--- config.mk ---
export PLATFORM = sky130hd
export DESIGN_NAME = i2c_serial_eeprom_device_unit
export DESIGN_NICKNAME = d
export VERILOG_FILES = /design/src/hw/rtl/i2cee_pkg.sv /design/src/hw/rtl/i2cee_ram.sv /design/src/hw/rtl/i2cee_ptr.sv /design/src/hw/rtl/i2c_serial_eeprom_device_unit.sv
export SDC_FILE = /design/constraint.sdc
export NUM_CORES = 2
export LEC_CHECK = 0
export CAP_MARGIN = 20
export CORE_UTILIZATION = 60
export DETAILED_ROUTE_END_ITERATION = 8
export DONT_BUFFER_PORTS = 1
export PLACE_DENSITY_LB_ADDON = 0.1
export SLEW_MARGIN = 10
export SYNTH_ARGS = -nofsm -noshare
export SYNTH_HDL_FRONTEND = slang
export SYNTH_SLANG_ARGS = --single-unit
export TNS_END_PERCENT = 1
--- constraint.sdc ---
create_clock -name i_clk -period 11.45 [get_ports i_clk]
set_input_delay 0.5725 -clock i_clk [delete_from_list [all_inputs] [get_ports i_clk]]
set_output_delay 0.5725 -clock i_clk [all_outputs]
set_load 0.01 [all_outputs]
--- src/hw/rtl/i2cee_pkg.sv ---
`default_nettype none
// ----------------------------------------------------------------------------
// i2cee_pkg
// types and fixed codes shared by the serial eeprom device blocks
// ----------------------------------------------------------------------------
package i2cee_pkg;

    // bus event codes
    localparam logic [1:0] KIND_START = 2'd0;
    localparam logic [1:0] KIND_STOP  = 2'd1;
    localparam logic [1:0] KIND_WRITE = 2'd2;
    localparam logic [1:0] KIND_READ  = 2'd3;

    // bus phase codes
    localparam logic [2:0] PH_IDLE   = 3'd0;
    localparam logic [2:0] PH_DEVICE = 3'd1;
    localparam logic [2:0] PH_WORD   = 3'd2;
    localparam logic [2:0] PH_WDATA  = 3'd3;
    localparam logic [2:0] PH_RDATA  = 3'd4;

    localparam logic [6:0] DEV_ADDR_RST = 7'h50;
    localparam logic [7:0] BYTE_ERASED  = 8'hFF;

    typedef struct packed {
        logic [1:0] kind;
        logic [7:0] byte_in;
        logic       master_ack;
    } t_in;

    typedef struct packed {
        logic       slave_ack;
        logic [7:0] read_data;
    } t_out;

    // pointer update request from the bus controller
    typedef struct packed {
        logic load;       // load from the word address byte
        logic page_step;  // advance within the page
        logic seq_step;   // advance over the whole array
    } t_ptr_cmd;

endpackage : i2cee_pkg
`default_nettype wire

--- src/hw/rtl/i2cee_ram.sv ---
`default_nettype none
// ----------------------------------------------------------------------------
// i2cee_ram
// single port synchronous ram, one write or read per cycle, registered read
// ----------------------------------------------------------------------------
module i2cee_ram #(
    parameter int WIDTH = 8,
    parameter int DEPTH = 256
) (
    input  wire logic                                   i_clk,
    input  wire logic                                   i_we,
    input  wire logic [((DEPTH > 1) ? $clog2(DEPTH) : 1)-1:0] i_addr,
    input  wire logic [WIDTH-1:0]                       i_wdata,
    output logic      [WIDTH-1:0]                       o_rdata
);
    logic [WIDTH-1:0] r_mem [DEPTH];

    always_ff @(posedge i_clk) begin
        if (i_we) begin
            r_mem[i_addr] <= i_wdata;
        end
        o_rdata <= r_mem[i_addr];
    end

endmodule : i2cee_ram
`default_nettype wire

--- src/hw/rtl/i2cee_ptr.sv ---
`default_nettype none
// ----------------------------------------------------------------------------
// i2cee_ptr
// address pointer with page offset tracking, page wrap and array wrap
// ----------------------------------------------------------------------------
module i2cee_ptr #(
    parameter int MEM_BYTES  = 256,
    parameter int PAGE_BYTES = 8
) (
    input  wire logic                  i_clk,
    input  wire logic                  i_rst_n,
    input  wire i2cee_pkg::t_ptr_cmd   i_cmd,
    input  wire logic [7:0]            i_word,
    output logic [((MEM_BYTES > 1) ? $clog2(MEM_BYTES) : 1)-1:0] o_ptr
);
    import i2cee_pkg::*;

    localparam int AW = (MEM_BYTES > 1) ? $clog2(MEM_BYTES) : 1;
    localparam int PW = (PAGE_BYTES > 1) ? $clog2(PAGE_BYTES) : 1;
    localparam logic [PW-1:0] OFF_LAST = PW'(PAGE_BYTES - 1);

    // word address reduced into the array, and its offset in the page
    logic [AW-1:0] w_addr_tbl [256];
    logic [PW-1:0] w_off_tbl  [256];

    for (genvar gi = 0; gi < 256; gi++) begin : g_tbl
        assign w_addr_tbl[gi] = AW'(gi % MEM_BYTES);
        assign w_off_tbl[gi]  = PW'((gi % MEM_BYTES) % PAGE_BYTES);
    end

    logic [AW-1:0] r_ptr, n_ptr;
    logic [PW-1:0] r_off, n_off;
    logic [AW:0]   w_inc;
    logic          w_wrap;
    logic          w_last;

    assign w_inc  = {1'b0, r_ptr} + (AW+1)'(1);
    assign w_wrap = (w_inc == (AW+1)'(MEM_BYTES));
    assign w_last = (r_off == OFF_LAST);

    always_comb begin
        n_ptr = r_ptr;
        n_off = r_off;
        if (i_cmd.load) begin
            n_ptr = w_addr_tbl[i_word];
            n_off = w_off_tbl[i_word];
        end else if (i_cmd.page_step && w_last) begin
            // back to the start of the page
            n_ptr = r_ptr - AW'(r_off);
            n_off = '0;
        end else if (i_cmd.page_step || i_cmd.seq_step) begin
            if (w_wrap) begin
                n_ptr = '0;
                n_off = '0;
            end else begin
                n_ptr = w_inc[AW-1:0];
                n_off = w_last ? '0 : r_off + PW'(1);
            end
        end
    end

    always_ff @(posedge i_clk) begin
        if (!i_rst_n) begin
            r_ptr <= '0;
            r_off <= '0;
        end else begin
            r_ptr <= n_ptr;
            r_off <= n_off;
        end
    end

    assign o_ptr = r_ptr;

endmodule : i2cee_ptr
`default_nettype wire

--- src/hw/rtl/i2c_serial_eeprom_device_unit.sv ---
`default_nettype none
// ----------------------------------------------------------------------------
// i2c_serial_eeprom_device_unit
// two-wire serial eeprom device at the level of bus events
// ----------------------------------------------------------------------------
// The device takes one bus event per input transfer (start, stop, byte written
// by the master, byte read with the master's ack) and returns one result
// transfer per event: the device ack and the byte it drives (0xFF when the bus
// is released). The array sits in one single port ram with a registered read.
// Start, stop and write events answer straight into the output register; a read
// in read mode goes through a read state first, as the ram read is registered.
// A new event is taken while the previous result waits, as long as the output
// register is freed in that cycle. After reset a clearing pass writes 0xFF to
// every byte, one byte per cycle, so no event is taken until the pass is over;
// the device address register can be written during that pass. Data bytes take
// effect at once, with no programming delay.
// ----------------------------------------------------------------------------
module i2c_serial_eeprom_device_unit #(
    parameter int MEM_BYTES  = 256,
    parameter int PAGE_BYTES = 8
) (
    input  wire logic           i_clk,
    input  wire logic           i_rst_n,
    // event channel
    input  wire logic           i_in_valid,
    output logic                o_in_ready,
    input  wire i2cee_pkg::t_in i_in_data,
    // result channel
    output logic                o_out_valid,
    input  wire logic           i_out_ready,
    output i2cee_pkg::t_out     o_out_data,
    // device address register
    input  wire logic           i_cfg_valid,
    output logic                o_cfg_ready,
    input  wire logic [6:0]     i_cfg_data
);
    import i2cee_pkg::*;

    localparam int AW = (MEM_BYTES > 1) ? $clog2(MEM_BYTES) : 1;

    // controller states
    localparam logic [1:0] ST_CLEAR = 2'd0;  // erasing the array
    localparam logic [1:0] ST_RUN   = 2'd1;  // taking events
    localparam logic [1:0] ST_READ  = 2'd2;  // waiting on ram read data

    logic [1:0]    r_state, n_state;
    logic [2:0]    r_phase, n_phase;
    logic [6:0]    r_dev_addr;
    logic [AW-1:0] r_clr_addr;
    logic          r_out_valid, n_out_valid;
    t_out          r_out, n_out;

    logic          w_in_fire;
    logic          w_out_free;
    logic          w_ram_we;
    logic [AW-1:0] w_ram_addr;
    logic [7:0]    w_ram_wdata;
    logic [7:0]    w_ram_rdata;
    logic [AW-1:0] w_ptr;
    t_ptr_cmd      w_ptr_cmd;
    logic          w_wr_store;   // data byte goes into the array
    logic          w_rd_issue;   // read in read mode, result comes through the read state
    t_out          w_res;        // result of an event that answers at once

    // output register frees in the cycle its transfer completes
    assign w_out_free = !r_out_valid || i_out_ready;
    assign o_in_ready = (r_state == ST_RUN) && w_out_free;
    assign w_in_fire  = i_in_valid && o_in_ready;

    // device address register, always writable
    assign o_cfg_ready = 1'b1;

    always_ff @(posedge i_clk) begin
        if (!i_rst_n) begin
            r_dev_addr <= DEV_ADDR_RST;
        end else if (i_cfg_valid) begin
            r_dev_addr <= i_cfg_data;
        end
    end

    // event decode against the bus phase
    always_comb begin
        n_phase    = r_phase;
        w_ptr_cmd  = '0;
        w_wr_store = 1'b0;
        w_rd_issue = 1'b0;
        w_res      = '{slave_ack: 1'b0, read_data: BYTE_ERASED};
        case (i_in_data.kind)
            KIND_START: begin
                n_phase = PH_DEVICE;
            end
            KIND_STOP: begin
                n_phase = PH_IDLE;
            end
            KIND_WRITE: begin
                case (r_phase)
                    PH_DEVICE: begin
                        if (i_in_data.byte_in[7:1] == r_dev_addr) begin
                            w_res.slave_ack = 1'b1;
                            n_phase = i_in_data.byte_in[0] ? PH_RDATA : PH_WORD;
                        end else begin
                            n_phase = PH_IDLE;
                        end
                    end
                    PH_WORD: begin
                        w_ptr_cmd.load  = 1'b1;
                        w_res.slave_ack = 1'b1;
                        n_phase = PH_WDATA;
                    end
                    PH_WDATA: begin
                        w_wr_store          = 1'b1;
                        w_ptr_cmd.page_step = 1'b1;
                        w_res.slave_ack     = 1'b1;
                    end
                    default: begin
                        // idle or transmitting: byte ignored
                    end
                endcase
            end
            default: begin
                // master read
                if (r_phase == PH_RDATA) begin
                    w_rd_issue         = 1'b1;
                    w_ptr_cmd.seq_step = 1'b1;
                    if (!i_in_data.master_ack) begin
                        n_phase = PH_IDLE;
                    end
                end
            end
        endcase
        // nothing moves without a transfer
        if (!w_in_fire) begin
            n_phase    = r_phase;
            w_ptr_cmd  = '0;
            w_wr_store = 1'b0;
            w_rd_issue = 1'b0;
        end
    end

    // ram port: clearing pass, then data bytes and reads at the pointer
    assign w_ram_we    = (r_state == ST_CLEAR) || w_wr_store;
    assign w_ram_addr  = (r_state == ST_CLEAR) ? r_clr_addr : w_ptr;
    assign w_ram_wdata = (r_state == ST_CLEAR) ? BYTE_ERASED : i_in_data.byte_in;

    i2cee_ram #(
        .WIDTH (8),
        .DEPTH (MEM_BYTES)
    ) u_ram (
        .i_clk   (i_clk),
        .i_we    (w_ram_we),
        .i_addr  (w_ram_addr),
        .i_wdata (w_ram_wdata),
        .o_rdata (w_ram_rdata)
    );

    i2cee_ptr #(
        .MEM_BYTES  (MEM_BYTES),
        .PAGE_BYTES (PAGE_BYTES)
    ) u_ptr (
        .i_clk   (i_clk),
        .i_rst_n (i_rst_n),
        .i_cmd   (w_ptr_cmd),
        .i_word  (i_in_data.byte_in),
        .o_ptr   (w_ptr)
    );

    // controller state and output register
    always_comb begin
        n_state     = r_state;
        n_out_valid = r_out_valid;
        n_out       = r_out;
        if (r_out_valid && i_out_ready) begin
            n_out_valid = 1'b0;
        end
        case (r_state)
            ST_CLEAR: begin
                if (r_clr_addr == AW'(MEM_BYTES - 1)) begin
                    n_state = ST_RUN;
                end
            end
            ST_RUN: begin
                if (w_in_fire) begin
                    if (w_rd_issue) begin
                        n_state = ST_READ;
                    end else begin
                        n_out_valid = 1'b1;
                        n_out       = w_res;
                    end
                end
            end
            ST_READ: begin
                // the output register was freed when the read was taken
                n_state     = ST_RUN;
                n_out_valid = 1'b1;
                n_out       = '{slave_ack: 1'b0, read_data: w_ram_rdata};
            end
            default: begin
                n_state = ST_CLEAR;
            end
        endcase
    end

    always_ff @(posedge i_clk) begin
        if (!i_rst_n) begin
            r_state     <= ST_CLEAR;
            r_phase     <= PH_IDLE;
            r_clr_addr  <= '0;
            r_out_valid <= 1'b0;
        end else begin
            r_state     <= n_state;
            r_phase     <= n_phase;
            r_out_valid <= n_out_valid;
            if (r_state == ST_CLEAR) begin
                r_clr_addr <= r_clr_addr + AW'(1);
            end
        end
    end

    always_ff @(posedge i_clk) begin
        r_out <= n_out;
    end

    assign o_out_valid = r_out_valid;
    assign o_out_data  = r_out;

    // a pending read always lands in the output register next cycle
    a_read_lands: assert property (@(posedge i_clk) disable iff (!i_rst_n)
        (r_state == ST_READ) |=> (r_out_valid && !r_out.slave_ack))
        else $error("read data did not reach the output register");

    // no array write while read data is in flight
    a_no_wr_in_read: assert property (@(posedge i_clk) disable iff (!i_rst_n)
        (r_state == ST_READ) |-> !w_ram_we)
        else $error("ram written during a pending read");

    // an acknowledged byte never drives data
    a_ack_released: assert property (@(posedge i_clk) disable iff (!i_rst_n)
        (r_out_valid && r_out.slave_ack) |-> (r_out.read_data == BYTE_ERASED))
        else $error("ack returned with driven data");

    // events are only taken once the clearing pass is over
    a_no_fire_clear: assert property (@(posedge i_clk) disable iff (!i_rst_n)
        (r_state == ST_CLEAR) |-> !w_in_fire)
        else $error("event taken during clearing pass");

endmodule : i2c_serial_eeprom_device_unit
`default_nettype wire

==> results.toml <==
[run_status]
status = "finished, final reports clean"

[worst_hold_path]
whs_endpoint = "u_ptr.o_ptr[1]"
hold_class = "input port to flop"
min_from = "i_in_data[2]"
hold_path_depth = 4

[pwr]
powerDensity_nw_per_um2 = 170
p_leak_uw = 0.0288
peakVddDrop_v = 0.000142

[clock_network]
htreeDepth = 4
cts_resized = 0
clock_sinks = 2097
clockBufferDepth = 3
worstSkewPairLatency_ps = 840
root_buffer = "clkbuf_16"
cts_made_buffers = 203
cts-hold-fix-buffers = 18
cts_tree = "built"
cts_setup_buffers = 0
clk_pin_slew_ps = 60

[layout]
stdcell_count = 7387
fillers = 9473
final_cell_mix = "edfxtp_1, nand2_1, nand3_1, nor2_1, mux4_2"
drive_gt1_share_pct = 12.1
area_growth_pct = 9.91
nets = 5444
multi_input_area_um2 = 19300
layout_commonest_cell = "edfxtp_1"
area.sequential_um2 = 62600

[timing]
worst_slew_pin_slew_ps = 1250
setup_tns_ps = 0
slew_headroom_pct = 16.1
slew_violations = 0
hold_violations = 0
period_share_pct = 53.1
finalCriticalPeriod_ps = 6070
finalClockSkew_ps = 27.4
fmax_mhz = 165
rsz0062_at_grt = "false"
setup-violations-final = 0

[logic_synthesis]
syn_inst = 5404
syn_avg_cell_area_um2 = 15.4
synthFlopType = "edfxtp_1"
ys_seq_area_share_pct = 75.0
async_flop_share_pct = 0
synth_nets = 5439
ys_types = 78
synth_edf_count = 2057
syn_area_um2 = 83400
ys_ff_latch = 2097
yosysWarnings = 0

[floorplan]
die_h_um = 375
num_rows = 136
fp.coreArea_um2 = 138000
start_util_pct = 60.6
die_area_um2 = 141000
die_w_um = 375
io_pins = 35

[grt]
grt_pass1_wl_mm = 354
grt_pass1_vias = 47800
gr-total-overflow = 0
antenna_found_initial = 21
grt_util_all_layers_pct = 36.0
grt_max_degree = 171

[flow_run]
maxCapViolations = 0

[setup_path]
worstPathCellList = "inv_1, ha_2, buf_4, mux2i_4, buf_12, buf_4, mux4_2, a22oi_1, a41oi_1, or4_1, a211o_1"
cp_slowest_cell = "a22oi_1"
cp-end-kind = "flop"
cp-startpoint = "r_state[0]"
reg2reg_slack_ps = 5380
cp.arrival_ps = 6790
cp_num_buf_inv = 4
r2r_end = "u_ram.o_rdata[2]"
cp.required_ps = 12170
start_kind = "flop"
critPathKind = "flop to flop"
r2r-start = "r_state[0]"
crit_fanout = 109
critPathTopFamily = "buffers and inverters"
reg2reg_depth = 11
cpPeakStageDelay_ps = 900
crit_top_cell = "buf_4"

[routing]
route.met2.wl_mm = 110
routed_wl_mm = 251
vias_per_cell = 6.84
dr.pass1.iters = 8
wl_met1_mm = 91.6
vias = 50500
top_layer = "met5"
final_antenna_net_count = 0
drt-initial-drc-count = 8311
wl_met3_mm = 32.6
drc = 0
wl_per_cell_um = 33.9

[placed_design]
hpwl_mm = 152
placedCellCount = 6977
port_buffers = 0
place.gp.congestion = 0.966
==> per-stage QoR <==
| stage | power [µW] | worst slack, ps | instance area (µm²) | utilization (%) | hold WS [ps] |
|---|---|---|---|---|---|
| after CTS | 15600 | 5550 | 91600 | 66.6 | 11.2 |
| after detailed placement | 9330 | 5550 | 85100 | 61.8 | 490 |
| final | 15600 | 5380 | 91700 | 66.6 | 50.8 |
| after global routing | 15900 | 5190 | 91700 | 66.6 | 32.5 |
| after global placement | 9320 | 5340 | 85100 | 61.8 | 487 |
| after floorplan | 9030 | 7580 | 83400 | - | 462 |
==> cells by family (layout without fill, tap and decap cells) <==
family,after synthesis,in the layout,synth area share (%)
fa+ha+maj,12,12,0.189
buf+inv,354,535,2.23
mux,308,308,7.18
other cells,1,9,0.00450
flops,2097,2097,75.0
xor+xnor,13,13,0.137
simple gates,2201,2201,11.5
compound gates,418,418,3.74
==> where the power goes <==
part	leakage, µW	internal, µW	switching (µW)
logic	0.00754	269	607
registers	0.0182	8310	15.1
clock network	0.00308	3520	2880
==> registers in the layout, summed over array words and instances, names as in the netlist <==
signal / cells
o_out_valid: 1
r_state: 2
r_dev_addr: 7
r_phase: 3
o_out_data: 9
r_clr_addr: 8
u_ram.r_mem: 2048
u_ram.o_rdata: 8
u_ptr.r_off: 3
u_ptr.o_ptr: 8
==> worst max-delay path by stage <==
stage / to / cells past startpoint
floorplan: u_ram.r_mem[0][0] / 9
global route: u_ram.o_rdata[2] / 11
detailed placement: u_ram.o_rdata[2] / 11
global placement: u_ram.o_rdata[5] / 11
finish: u_ram.o_rdata[2] / 11
CTS: u_ram.o_rdata[5] / 11
==> cell type report <==
cell class,instances,area share (%)
Antenna cell,8,0.0218
Clock buffer,267,5.90
Clock inverter,114,1.01
Inverter,14,0.0573
Multi-Input combinational cell,2953,21.0
Sequential cell,2097,68.3
Tap cell,1794,2.45
Timing Repair Buffer,140,1.30
==> worst reg2reg max path, delay by kind of cell (launching register included) <==
kind	cells	cell delay, ps
AO/OA/AOI/OAI	3	1380
adder cells (fa/ha/maj)	1	170
buffers and inverters	4	2130
flip-flops	1	330
multiplexers	2	1360
AND/OR/NAND/NOR	1	610
==> synthesized netlist by cell type, drive strengths merged (7+ instances only) <==
cell     instances  share of area, %
nor4            12             0.098
mux2i           74              0.90
o32ai            7             0.092
buf            250               1.8
o2111ai         14              0.15
a22oi           66              0.60
o22ai           13             0.098
nand2         1117               5.0
a32oi           47              0.49
a21boi           7             0.063
xnor2            8             0.084
nor2b           16              0.12
a22o            12              0.13
clkbuf          90              0.41
and2             7             0.053
nor2           321               1.5
nand2b          19              0.14
or2             12             0.090
inv             14             0.063
nand4           99              0.74
nor3            27              0.16
and3            54              0.41
nand3          488               2.9
a221oi          10              0.11
a311o            8             0.096
o21ai           41              0.25
ha              11              0.17
a31oi           56              0.42
mux4           228               6.2
edfxtp        2057                74
a311oi          51              0.54
dfxtp           40              0.96
a21oi           42              0.25
==> metal layers <==
layer	vias to the layer above	track usage, %
met5	-	0
met4	12	20.9
met3	641	10.2
met2	3622	51.7
met1	25500	49.6
li1	20800	-
Power figures use the tool's default switching activity.
